### config.mk
export PLATFORM = sky130hd
export DESIGN_NAME = fifo_free_list_id_allocator
export DESIGN_NICKNAME = d
export VERILOG_FILES = /design/src/rtl/ffl_pkg.sv /design/src/rtl/ffl_ram.sv /design/src/rtl/fifo_free_list_id_allocator.sv
export SDC_FILE = /design/constraint.sdc
export NUM_CORES = 2
export LEC_CHECK = 0
export BUFFER_PORTS_ARGS = -buffer_cell sky130_fd_sc_hd__buf_2
export CORE_UTILIZATION = 50
export CTS_BUF_LIST = sky130_fd_sc_hd__clkbuf_4 sky130_fd_sc_hd__clkbuf_8
export CTS_CLUSTER_DIAMETER = 40
export CTS_CLUSTER_SIZE = 14
export DETAILED_ROUTE_END_ITERATION = 12
export PLACE_DENSITY = 0.69
export SLEW_MARGIN = 15
export SYNTH_ARGS = -nofsm -noshare
export SYNTH_HDL_FRONTEND = slang
export SYNTH_SLANG_ARGS = --single-unit
export TNS_END_PERCENT = 5
### constraint.sdc
create_clock -name clk -period 10.4 [get_ports clk]
set_input_delay 0.52 -clock clk [delete_from_list [all_inputs] [get_ports clk]]
set_output_delay 0.52 -clock clk [all_outputs]
set_load 0.02 [all_outputs]
### src/rtl/ffl_pkg.sv
// ffl_pkg: shared types and codes for the free-list id allocator
// item layouts for the command and result ports, action and status codes
// no dependencies
`default_nettype none
package ffl_pkg;

	localparam int ID_W     = 7;
	localparam int ACT_W    = 2;
	localparam int IN_VAL_W = 32;
	localparam int FOUND_W  = 32;
	localparam int STATUS_W = 2;

	localparam logic [ACT_W-1:0] ACT_ALLOC  = 2'd0;
	localparam logic [ACT_W-1:0] ACT_FREE   = 2'd1;
	localparam logic [ACT_W-1:0] ACT_LOOKUP = 2'd2;

	localparam logic [STATUS_W-1:0] ST_OK       = 2'd0;
	localparam logic [STATUS_W-1:0] ST_NO_SPACE = 2'd1;
	localparam logic [STATUS_W-1:0] ST_RANGE    = 2'd2;

	typedef struct packed {
		logic [ACT_W-1:0]    action;
		logic [ID_W-1:0]     given_id;
		logic [IN_VAL_W-1:0] stored_value;
	} cmd_t;

	typedef struct packed {
		logic [ID_W-1:0]     new_id;
		logic [FOUND_W-1:0]  found_value;
		logic [STATUS_W-1:0] status;
	} rsp_t;

endpackage
`default_nettype wire

### src/rtl/ffl_ram.sv
// ffl_ram: one write port, one read port memory with registered read data
// a write and a read of the same address in one cycle return the new data
// no dependencies
`default_nettype none
module ffl_ram #(
	parameter int DEPTH = 64,
	parameter int WIDTH = 32
) (
	input  wire logic                     clk,
	input  wire logic                     we,
	input  wire logic [$clog2(DEPTH)-1:0] waddr,
	input  wire logic [WIDTH-1:0]         wdata,
	input  wire logic [$clog2(DEPTH)-1:0] raddr,
	output logic      [WIDTH-1:0]         rdata
);

	logic [WIDTH-1:0] mem [DEPTH];
	logic [WIDTH-1:0] rdata_q;

	always_ff @(posedge clk) begin
		if (we) begin
			mem[waddr] <= wdata;
		end
		if (we && (waddr == raddr)) begin
			rdata_q <= wdata;
		end else begin
			rdata_q <= mem[raddr];
		end
	end

	assign rdata = rdata_q;

endmodule
`default_nettype wire

### src/rtl/fifo_free_list_id_allocator.sv
// fifo_free_list_id_allocator: id allocator with fresh entries first, then a fifo free list
// result strobe (done) is raised in the cycle after the item is taken
// throughput: one item per cycle, busy is never raised; the receiver cannot stall
// reset: no ids in use, free list empty; stored values and links undefined until written
// uses ffl_pkg and two ffl_ram instances (bound values, free-list links)
`default_nettype none
module fifo_free_list_id_allocator #(
	parameter int CAPACITY   = 64,
	parameter int ID_BASE    = 8,
	parameter int VALUE_BITS = 32
) (
	input  wire logic          clk,
	input  wire logic          arst_n,
	input  wire logic          start,
	output logic               busy,
	input  wire ffl_pkg::cmd_t cmd,
	output logic               done,
	output ffl_pkg::rsp_t      result
);

	import ffl_pkg::*;

	localparam int AW = $clog2(CAPACITY);
	localparam int CW = AW + 1;
	localparam int DW = ((AW > 9) ? AW : 9) + 1;
	localparam logic [DW-1:0] BASE_D = DW'(ID_BASE);
	localparam logic [DW-1:0] CAP_D  = DW'(CAPACITY);
	localparam logic [CW-1:0] CAP_C  = CW'(CAPACITY);

	logic [CW-1:0]   used_q, used_n;
	logic [ID_W-1:0] head_q, head_n;
	logic [ID_W-1:0] tail_q, tail_n;
	logic [ID_W-1:0] tail_link_q, tail_link_n;

	logic                done_q;
	logic                hit_q;
	logic [ID_W-1:0]     new_id_q, new_id_n;
	logic [STATUS_W-1:0] status_q, status_n;
	logic                hit_n;

	logic [DW-1:0] head_d, tail_d, id_d, next_d;
	logic          head_ok, tail_ok, id_ok;
	logic [ID_W-1:0] link_rd, head_link;

	logic                  v_we;
	logic [AW-1:0]         v_waddr;
	logic [VALUE_BITS-1:0] v_wdata, v_in, v_rd;
	logic                  l_we;
	logic [AW-1:0]         l_waddr;
	logic [ID_W-1:0]       l_wdata;

	assign busy = 1'b0;

	// value truncated or widened to the stored width
	always_comb begin
		v_in = '0;
		for (int b = 0; b < VALUE_BITS && b < IN_VAL_W; b++) begin
			v_in[b] = cmd.stored_value[b];
		end
	end

	always_comb begin
		head_d = DW'(head_q) - BASE_D;
		tail_d = DW'(tail_q) - BASE_D;
		id_d   = DW'(cmd.given_id) - BASE_D;
		head_ok = (DW'(head_q) >= BASE_D) && (head_d < CAP_D);
		tail_ok = (DW'(tail_q) >= BASE_D) && (tail_d < CAP_D);
		id_ok   = (DW'(cmd.given_id) >= BASE_D) && (id_d < DW'(used_q));
		// the tail's link lives in a register until the tail moves on
		head_link = (tail_ok && (head_q == tail_q)) ? tail_link_q : link_rd;
	end

	always_comb begin
		used_n      = used_q;
		head_n      = head_q;
		tail_n      = tail_q;
		tail_link_n = tail_link_q;
		new_id_n    = '0;
		status_n    = ST_OK;
		hit_n       = 1'b0;
		v_we        = 1'b0;
		v_waddr     = id_d[AW-1:0];
		v_wdata     = '0;
		l_we        = 1'b0;
		l_waddr     = tail_d[AW-1:0];
		l_wdata     = cmd.given_id;
		if (start) begin
			case (cmd.action)
				ACT_ALLOC: begin
					if (used_q != CAP_C) begin
						v_we     = 1'b1;
						v_waddr  = used_q[AW-1:0];
						v_wdata  = v_in;
						new_id_n = ID_W'(DW'(used_q) + BASE_D);
						used_n   = used_q + CW'(1);
					end else if (head_ok) begin
						v_we     = 1'b1;
						v_waddr  = head_d[AW-1:0];
						v_wdata  = v_in;
						new_id_n = head_q;
						head_n   = head_link;
						if (head_link == '0) begin
							tail_n = '0;
						end
					end else begin
						status_n = ST_NO_SPACE;
					end
				end
				ACT_FREE: begin
					if (!id_ok) begin
						status_n = ST_RANGE;
					end else begin
						v_we   = 1'b1;
						tail_n = cmd.given_id;
						if (tail_ok) begin
							l_we        = 1'b1;
							tail_link_n = (cmd.given_id == tail_q) ? cmd.given_id : '0;
						end else begin
							head_n      = cmd.given_id;
							tail_link_n = '0;
						end
					end
				end
				ACT_LOOKUP: begin
					if (!id_ok) begin
						status_n = ST_RANGE;
					end else begin
						hit_n = 1'b1;
					end
				end
				default: begin
				end
			endcase
		end
		next_d = DW'(head_n) - BASE_D;
	end

	ffl_ram #(
		.DEPTH(CAPACITY),
		.WIDTH(VALUE_BITS)
	) u_value_ram (
		.clk  (clk),
		.we   (v_we),
		.waddr(v_waddr),
		.wdata(v_wdata),
		.raddr(id_d[AW-1:0]),
		.rdata(v_rd)
	);

	// link of the next head is fetched every cycle
	ffl_ram #(
		.DEPTH(CAPACITY),
		.WIDTH(ID_W)
	) u_link_ram (
		.clk  (clk),
		.we   (l_we),
		.waddr(l_waddr),
		.wdata(l_wdata),
		.raddr(next_d[AW-1:0]),
		.rdata(link_rd)
	);

	always_ff @(posedge clk or negedge arst_n) begin
		if (!arst_n) begin
			used_q      <= '0;
			head_q      <= '0;
			tail_q      <= '0;
			tail_link_q <= '0;
			done_q      <= 1'b0;
			hit_q       <= 1'b0;
		end else begin
			used_q      <= used_n;
			head_q      <= head_n;
			tail_q      <= tail_n;
			tail_link_q <= tail_link_n;
			done_q      <= start;
			hit_q       <= hit_n;
		end
	end

	always_ff @(posedge clk) begin
		new_id_q <= new_id_n;
		status_q <= status_n;
	end

	always_comb begin
		result.new_id      = new_id_q;
		result.status      = status_q;
		result.found_value = '0;
		for (int b = 0; b < VALUE_BITS && b < FOUND_W; b++) begin
			result.found_value[b] = hit_q & v_rd[b];
		end
	end

	assign done = done_q;

endmodule
`default_nettype wire

==> metrics.txt <==
run status=finished, final reports clean; Seq pwr share=0.525; Die ar.=200000 sq um; # fillers=14000; internal power=16.3 mW; critical path class=register to primary output; peak supply drop=0.000162 V; Slowest-stage cell, CP=dfxtp_4; placeable core area=196000 sq um; P_leak=34.4 nW; Via-to-Cell Ratio=6.40; CTS tree=yes; Synth warnings=0; Net count, final=4576; GRT overflow=0; critical path peak fanout=59; Slew HR=0.207; Hold Crit Class=primary input to async pin; fin area=110000 sq um; vias in the first global route=46400; Max stage delay on crit path=0.90 ns; layout cells sized above 1=0.338; Layout Cells excl Fill=7399; unrepaired setup endpoints after global routing=no; DPL Wire Length=151000 microns; clock root cell=clkbuf_8; Pwr Density=199 nW/um^2; footprint of the multi-input gates=22300 sq um; # setup viols final=0; drt total wl=254000 microns; IO Pins=87; main flop type after synthesis=edfxtp_1; GPL Wtd Cong=0.901; setup slack at placement=4.54 ns; drt first pass iters=6; crit end category=primary output; final setup margin=4.24 ns; Post-Synthesis Cells=4260; DRC=0; syn avg cell area=23.2 sq um; Fmax=162 MHz; Synth top area share=0.758; DRT antenna net count=0; CTS Buf Count=323; Slew Viols, Final=0; first-pass GRT wire length=355000 microns; Initial Util=0.505; Gate power share=0.109; clock power share=0.367; sw frac=0.256; final period utilization=0.592; largest area contributor in the netlist=edfxtp_1; startpoint types=register; H-tree depth=5; Final Critical Period=6.16 ns; Mapped Area=98900 sq um; die height=447 microns; sequential share of the synthesized area=0.770; initial antenna violation count=33; Mapped Nets=4321; all-layer global routing usage=0.257; Max Cap Viol=0; DR vias=47400; Synth Register Bits=2547; WL per Instance=34.4 microns; TritonCTS Sinks=2547; switching power=5.61 mW; Fin Clk Skew=0.0885 ns; Worst-Margin Slew=1.19 ns; placed cell area=103000 sq um; Post-synth EDFFs=2496; Async SR Flop Fraction=0.0118; worst endpoint data arrival time=5.64 ns; Placed Cells=6803; clk buf depth=4; largest net degree at the start of global routing=116; worst path required time=9.88 ns; Area Overhead vs Synth=11.3%; Die X=447 microns; Final TNS setup=0 ns; Area contributors post-synth=edfxtp_1 (76%), mux4_2 (17%), dfrtp_1 (0.76%); Register Area=76200 sq um; PortBufs=85; clk slew on worst S/H paths=0.08 ns; 1st-iter DRT viols=7101; delay-heaviest family, CP=buffers and inverters; WP buf/inv=3; final hold vios=0; CP Cell Sequence=buf_4, buf_4, mux4_2, mux4_2, mux2i_1, nand2_1, o211a_1, buf_2; distinct cell type count after synthesis=68; Clk Latency, worst-skew pair=1.07 ns; row count=162
area by class of cell:
class	instances	area share
diodes	16	0.000364
clock buffers	351	0.0426
clock inverters	218	0.0221
inverters	27	0.000921
multi-input cells	1455	0.202
flip-flops and latches	2547	0.692
well taps	2624	0.0298
repair buffers	161	0.0101
metal layers:
metal / track usage / share of wire
met4: 0.0886 / 0.036
met5: 0 / 0.00016
met2: 0.401 / 0.48
met3: 0.0502 / 0.11
met1: 0.367 / 0.38
cells in the mapped netlist, types with 11 or more instances:
| cell | count |
|---|---|
| a21oi_1 | 31 |
| a22o_1 | 14 |
| a22oi_1 | 14 |
| and2_1 | 52 |
| buf_1 | 52 |
| buf_2 | 22 |
| buf_4 | 20 |
| clkbuf_1 | 134 |
| dfrtp_1 | 30 |
| dfxtp_1 | 21 |
| edfxtp_1 | 2496 |
| ha_1 | 17 |
| inv_1 | 26 |
| mux2_2 | 27 |
| mux2i_1 | 62 |
| mux4_2 | 759 |
| nand2_1 | 62 |
| nand3_1 | 27 |
| nor2_1 | 161 |
| nor2b_1 | 22 |
| nor3_1 | 11 |
| o211a_1 | 17 |
| o21ai_0 | 13 |
| o22ai_1 | 11 |
| xnor2_1 | 13 |
| xor2_1 | 15 |
power groups by stage:
stage                     clock [mW]  sequential, mW  combinational, mW
final                           8.03            11.5               2.38
after global placement             0            11.7               2.34
after floorplan                    0            11.5               1.69
after detailed placement           0            11.7               2.36
after CTS                       8.11            11.5               2.38
after global routing            8.51            11.5               2.48
flip-flops by register name (all words and copies together), names as in the netlist, named ones only:
signal,flops
u_value_ram.mem,2048
u_link_ram.mem,448
head_q,7
new_id_q,7
tail_link_q,7
tail_q,7
used_q,7
status_q,2
done,1
hit_q,1
what timing repair did:
action | in CTS | in global routing
endpoints found under the hold margin | 133 | 0
hold buffers | 11 | 0
resized for setup | 0 | 0
setup buffers | 0 | 0
kinds of logic (layout without fill, tap and decap cells):
| family | Yosys count | in the layout | synth area share |
|---|---|---|---|
| buffers and inverters | 258 | 757 | 0.0111 |
| other | 1 | 17 | 0.0000379 |
| flip-flops | 2547 | 2547 | 0.770 |
| XOR/XNOR | 28 | 28 | 0.00248 |
| adder cells (fa/ha/maj) | 17 | 17 | 0.00215 |
| AO/OA/AOI/OAI | 179 | 179 | 0.0136 |
| AND/OR/NAND/NOR | 382 | 382 | 0.0185 |
| multiplexers | 848 | 848 | 0.182 |
worst paths after layout:
kind	start	to	slack [ns]	cells after the start
max	register	result[2]	4.24	8
min	arst_n	done	0.11	2
max reg2reg	used_q[1]	u_value_ram.mem[35][3]	5.02	11
min reg2reg	tail_link_q[3]	tail_link_q[3]	0.52	1
max in group asynchronous	arst_n	hit_q	9.69	2
min in group clk	cmd[37]	u_link_ram.mem[41][5]	0.18	2
per-stage QoR:
step	hold WS (ns)	utilization	power, mW
6_report	0.106	0.563	21.9
5_1_grt	0.100	0.563	22.5
4_1_cts	0.0171	0.563	22.0
3_5_place_dp	0.499	0.526	14.1
3_3_place_gp	0.491	0.526	14.1
2_1_floorplan	0.224	-	13.2
layout by cell type, fill, tap and decap left out, types with 16 or more instances in the layout:
| cell | instances |
|---|---|
| clkbuf_4 | 23 |
| dfrtp_1 | 29 |
| inv_8 | 19 |
| diode_2 | 16 |
| o211a_1 | 17 |
| inv_6 | 43 |
| nand2_1 | 62 |
| a21oi_1 | 31 |
| bufinv_16 | 32 |
| mux2_2 | 27 |
| clkbuf_8 | 328 |
| inv_1 | 26 |
| edfxtp_1 | 2496 |
| buf_4 | 58 |
| clkinv_1 | 20 |
| nor2_1 | 105 |
| nand3_1 | 19 |
| mux2i_1 | 62 |
| clkinvlp_4 | 38 |
| ha_1 | 17 |
| nor2_4 | 56 |
| and2_4 | 26 |
| clkinv_2 | 29 |
| clkinv_4 | 32 |
| mux4_2 | 759 |
| buf_2 | 85 |
| and2_1 | 20 |
(Power assumes the default switching activity.)
